**config.mk**
```make
export PLATFORM = sky130hd
export DESIGN_NAME = vrlb_ctrl
export DESIGN_NICKNAME = d
export VERILOG_FILES = /design/src/design/visible_rect_list_builder_core_defines.svh /design/src/design/vrlb_pkg.sv /design/src/design/vrlb_ctrl.sv
export SDC_FILE = /design/constraint.sdc
export NUM_CORES = 1
export LEC_CHECK = 0
export BUFFER_PORTS_ARGS = -buffer_cell sky130_fd_sc_hd__buf_2
export CORE_AREA = 3 3 40 42
export CTS_BUF_LIST = sky130_fd_sc_hd__clkbuf_2 sky130_fd_sc_hd__clkbuf_4 sky130_fd_sc_hd__clkbuf_8
export DETAILED_ROUTE_END_ITERATION = 12
export DIE_AREA = 0 0 43 45
export PLACE_DENSITY = 0.74
export SYNTH_ARGS = -nofsm -noshare
export SYNTH_HDL_FRONTEND = slang
export SYNTH_SLANG_ARGS = --single-unit
```
**constraint.sdc**
```tcl
create_clock -name clk -period 2.5 [get_ports clk]
set_clock_uncertainty 0.1 [all_clocks]
set_input_delay 0.25 -clock clk [delete_from_list [all_inputs] [get_ports clk]]
set_output_delay 0.25 -clock clk [all_outputs]
set_load 0.01 [all_outputs]
```
**src/design/visible_rect_list_builder_core_defines.svh**
```systemverilog
// ----------------------------------------------------------------------------
// visible_rect_list_builder_core_defines
// assertion macros for the visible rectangle list builder
// ----------------------------------------------------------------------------
`ifndef VISIBLE_RECT_LIST_BUILDER_CORE_DEFINES_SVH
`define VISIBLE_RECT_LIST_BUILDER_CORE_DEFINES_SVH

// implication checked on every clock edge outside reset
`define VRLB_ASSERT_IMP(lbl, clk, rst_n, ante, cons, msg) \
	lbl: assert property (@(posedge clk) disable iff (!rst_n) (ante) |-> (cons)) \
		else $error(msg);

// next-cycle implication checked outside reset
`define VRLB_ASSERT_NXT(lbl, clk, rst_n, ante, cons, msg) \
	lbl: assert property (@(posedge clk) disable iff (!rst_n) (ante) |=> (cons)) \
		else $error(msg);

`endif

```
**src/design/vrlb_pkg.sv**
```systemverilog
// ----------------------------------------------------------------------------
// vrlb_pkg
// shared types and codes for the visible rectangle list builder
// ----------------------------------------------------------------------------
package vrlb_pkg;

	localparam logic [1:0] REQ_START = 2'd0;
	localparam logic [1:0] REQ_SUB   = 2'd1;
	localparam logic [1:0] REQ_EMIT  = 2'd2;

	typedef struct packed {
		logic signed [15:0] h;
		logic signed [15:0] w;
		logic signed [15:0] y;
		logic signed [15:0] x;
	} rect_t;

	typedef enum logic [2:0] {
		ST_IDLE,
		ST_SUB_RD,
		ST_SUB_PIECE,
		ST_SUB_COPY,
		ST_EMIT_RD,
		ST_EMIT_OUT
	} state_t;

	// controller to datapath
	typedef struct packed {
		logic load_req;     // capture input item
		logic do_start;     // write own rect, count 1, clear overflow
		logic rd_cur;       // read current bank at rd index
		logic rd_idx_clr;
		logic rd_idx_inc;
		logic piece_eval;   // evaluate piece slot against read rect
		logic slot_clr;
		logic slot_inc;
		logic pass_clr;
		logic rd_pass;      // read pass buffer for reverse copy
		logic cp_inc;
		logic cp_wr;        // write copied entry to next bank
		logic swap;         // finish pass
		logic emit_out;     // drive a list result
		logic emit_empty;   // drive the empty result
	} vrlb_cmd_t;

	// datapath to controller
	typedef struct packed {
		logic cnt_zero;
		logic rd_last;      // rd index is last list entry
		logic slot_last;    // piece slot is the final one for this rect
		logic cp_done;      // all pass entries copied
	} vrlb_sts_t;

endpackage

```
**src/design/vrlb_ctrl.sv**
```systemverilog
// ----------------------------------------------------------------------------
// vrlb_ctrl
// sequencer for start, subtract and emit items
// ----------------------------------------------------------------------------
module vrlb_ctrl (
	input  logic                clk,
	input  logic                arst_n,
	input  logic                start,
	input  logic [1:0]          req_type,
	input  vrlb_pkg::vrlb_sts_t sts,
	output logic                busy,
	output vrlb_pkg::vrlb_cmd_t cmd
);

	vrlb_pkg::state_t state_q, state_nxt;

	always_ff @(posedge clk or negedge arst_n) begin
		if (!arst_n) begin
			state_q <= vrlb_pkg::ST_IDLE;
		end else begin
			state_q <= state_nxt;
		end
	end

	always_comb begin
		state_nxt = state_q;
		cmd       = '0;
		busy      = 1'b1;
		case (state_q)
			vrlb_pkg::ST_IDLE: begin
				busy = 1'b0;
				if (start) begin
					cmd.load_req = 1'b1;
					case (req_type)
						vrlb_pkg::REQ_START: cmd.do_start = 1'b1;
						vrlb_pkg::REQ_SUB: begin
							if (!sts.cnt_zero) begin
								cmd.rd_idx_clr = 1'b1;
								cmd.pass_clr   = 1'b1;
								state_nxt      = vrlb_pkg::ST_SUB_RD;
							end
						end
						vrlb_pkg::REQ_EMIT: begin
							cmd.rd_idx_clr = 1'b1;
							state_nxt      = vrlb_pkg::ST_EMIT_RD;
						end
						default: ;
					endcase
				end
			end
			vrlb_pkg::ST_SUB_RD: begin
				cmd.rd_cur   = 1'b1;
				cmd.slot_clr = 1'b1;
				state_nxt    = vrlb_pkg::ST_SUB_PIECE;
			end
			vrlb_pkg::ST_SUB_PIECE: begin
				cmd.piece_eval = 1'b1;
				if (sts.slot_last) begin
					cmd.rd_idx_inc = 1'b1;
					if (sts.rd_last) begin
						cmd.rd_idx_clr = 1'b1;
						state_nxt      = vrlb_pkg::ST_SUB_COPY;
					end else begin
						state_nxt = vrlb_pkg::ST_SUB_RD;
					end
				end else begin
					cmd.slot_inc = 1'b1;
				end
			end
			vrlb_pkg::ST_SUB_COPY: begin
				// read pass buffer tail first, write previous read
				if (sts.cp_done) begin
					cmd.swap  = 1'b1;
					state_nxt = vrlb_pkg::ST_IDLE;
				end else begin
					cmd.rd_pass = 1'b1;
					cmd.cp_inc  = 1'b1;
				end
				cmd.cp_wr = 1'b1;
			end
			vrlb_pkg::ST_EMIT_RD: begin
				if (sts.cnt_zero) begin
					cmd.emit_empty = 1'b1;
					state_nxt      = vrlb_pkg::ST_IDLE;
				end else begin
					cmd.rd_cur = 1'b1;
					state_nxt  = vrlb_pkg::ST_EMIT_OUT;
				end
			end
			vrlb_pkg::ST_EMIT_OUT: begin
				cmd.emit_out   = 1'b1;
				cmd.rd_idx_inc = 1'b1;
				if (sts.rd_last) begin
					state_nxt = vrlb_pkg::ST_IDLE;
				end else begin
					state_nxt = vrlb_pkg::ST_EMIT_RD;
				end
			end
			default: state_nxt = vrlb_pkg::ST_IDLE;
		endcase
	end

endmodule

```
==> metrics.txt <==
switching power=0.000243 W; switching portion of total power=0.460; CTS tree=yes; most common cell in the synthesized netlist=inv_1; top-area cell type share of the netlist area=0.164; Worst VDD drop=0.310 mV; max-cap violations=0; Logic pwr share=0.558; total of warnings raised by yosys=0; synth unique cells=28; Mapped Area=458 um^2; Critical R2R Capture=state_q[0]; grt total ovfl=0; Largest Register=state_q; Clock Path Buffers=2; final hold viol count=0; clock power share=0.186; worst reg2reg setup slack=1.06 ns; clk sink count=3; wire per inst=10.7 um; list of most frequent post-synthesis cells=7 x inv_1, 5 x ha_1, 4 x nor2_1; Die Span X=43 um; overall routed net length=1.01 mm; Slew @ Worst Pin=0.442 ns; via/cell ratio=4.95; antenna violations before repair=0; remaining antenna violation count after routing=0; setup_tns=0 ns; total core area=0.00128 mm^2; worst setup path start=state_q[0]; Final Util=0.466; synth top area cells=dfrtp_1 16%, ha_1 14%, inv_1 5.7%, buf_6 4.9%, nand3b_4 4.4%; max reg flops=3; Initial Util=0.356; CP Launch Type=register; multiplexer share of the synthesized area=0.0219; sequential-to-total area share from yosys stat=0.164; number of remaining DRC errors=0; port bufs=24; CTS buffer count=3; Power Dens Cells=884 mW/mm^2; Via Count=470; largest family of logic cells by synthesized area=simple AND/OR/NAND/NOR gates; Post-Synth Simple-Gate Area=0.350; CTS root buf=clkbuf_4; DRT iter0 DRCs=8; CP Data Arrival Time=1.45 ns; placed inst area=559 um^2; count of flip-flops with a built-in enable after synthesis=0; first-pass GRT wire length=1.59 mm; biggest regs=state_q: 3 flops; Hold Crit Class=input port to register; num ports=25; Slew Viols, Final=0; area leader, netlist=dfrtp_1; Compound-Gate Fraction of Synth Area=0.189; ratio of cells with drive above 1 in the final layout=0.425; DIE AREA=0.00194 mm^2; Max Clk Rate=554 MHz; post-CTS setup buffer count=0; Final Setup Violations=0; crit path to=cmd[11]; GR Util All Layers=0.103; Worst-path clk slew=0.04 ns; Synth Flop Type=dfrtp_1; fin crit share=0.721; htree depth=1; Die Ht=45 um; P_leak=0.375 nW; RSZ-0062 raised after global routing=false; Design Area, Final=599 um^2; Synth Area in Adders=0.137; CP Capture Type=output pin; std cell rows=13; Seq pwr share=0.256; Syn Nets=69; Internal Power=0.000286 W; FF+latch count, synth=3; worst skew pair latency=0.23 ns; Mean Syn Cell Area=8.33 um^2; WP data required=2.15 ns; largest net degree at the start of global routing=14; critical register-to-register path startpoint=state_q[0]; Layout Nets=95; Syn Inst Count=55; WS Path Type=register to output pin; Critical Path Fanout Max=11; worst reg2reg path depth=4; Area growth syn-to-layout=30.9%; 1st-pass router iterations=4; Total Power=0.000530 W; status=complete, no violations; routability congestion estimate=0.713; diodes inserted=0; post-DP HPWL=826 um; Synth Area in XOR/XNOR=0; share of flip-flops with an asynchronous set or reset=1.00; Slew headroom=0.705; vias in the first global route=401; min Tclk post-route=1.80 ns
==> critical path, cell delays in order (launching register included) <==
cell	delay (ns)
dfrtp_1	0.52
nor3_2	0.30
nand2_1	0.10
o21ai_0	0.15
buf_2	0.15
==> placed cells by master (no fill, tap or decap), drive strengths merged, types with 2 or more instances in the layout <==
cell and count:
a21o 2, a21oi 2, a31oi 2, and3 3
buf 24, clkbuf 4, dfrtp 3, ha 5
inv 7, nand2 2, nand2b 2, nand3 2
nand3b 2, nor2 4, nor3 3, o21ai 3
==> kinds of logic (layout without fill, tap and decap cells) <==
kind of cell             Yosys count  after routing
AO/OA/AOI/OAI                     12             12
adder cells (fa/ha/maj)            5              5
multiplexers                       1              1
buffers and inverters             11             36
flip-flops                         3              3
AND/OR/NAND/NOR                   23             23
==> power groups by stage <==
stage / Combinational (W) / Clock, W / Sequential (W)
floorplan: 0.000283 / 0 / 0.0000822
global placement: 0.000293 / 0 / 0.000135
detailed placement: 0.000299 / 0 / 0.000136
CTS: 0.000301 / 0.000101 / 0.000135
global route: 0.000327 / 0.000106 / 0.000143
finish: 0.000296 / 0.0000986 / 0.000135
==> worst min-delay path by stage <==
stage	startpoint	depth (start not counted)	slack, ns	endpoint
CTS	sts[0]	2	0.16	state_q[0]
global route	sts[0]	2	0.17	state_q[0]
finish	sts[0]	2	0.16	state_q[0]
floorplan	arst_n	0	-0.15	state_q[0]
detailed placement	arst_n	1	-0.05	state_q[0]
global placement	arst_n	1	-0.05	state_q[2]
==> layout make-up <==
class	count	area (um^2)
timing repair buffer	25	130
sequential	3	75.1
inverter	7	26.3
clock buffer	4	30.0
multi-input combinational	41	319
tap	15	18.8
fill	135	686
==> repair_timing <==
item	in CTS	in global routing
resized for setup	0	0
hold endpoints to repair	3	0
hold buffers	1	0
setup endpoints to repair	0	0
==> metal layers <==
metal | track usage | part of all wire | up-vias | routed length, um
li1 | - | - | 239 | -
met4 | 0.0181 | 0 | 0 | 0
met5 | 0 | 0 | - | 0
met1 | 0.133 | 0.44 | 209 | 444
met2 | 0.189 | 0.47 | 22 | 472
met3 | 0.0120 | 0.096 | 0 | 97
==> through the flow <==
step                      hold WS, ns  setup WS (ns)  instances
after detailed placement      -0.0532          0.943         90
final                           0.164          0.697         95
after CTS                       0.164          0.697         95
after floorplan                -0.146           1.09         55
after global routing            0.171          0.563         95
after global placement        -0.0527          0.986         90
Power figures use the tool's default switching activity.
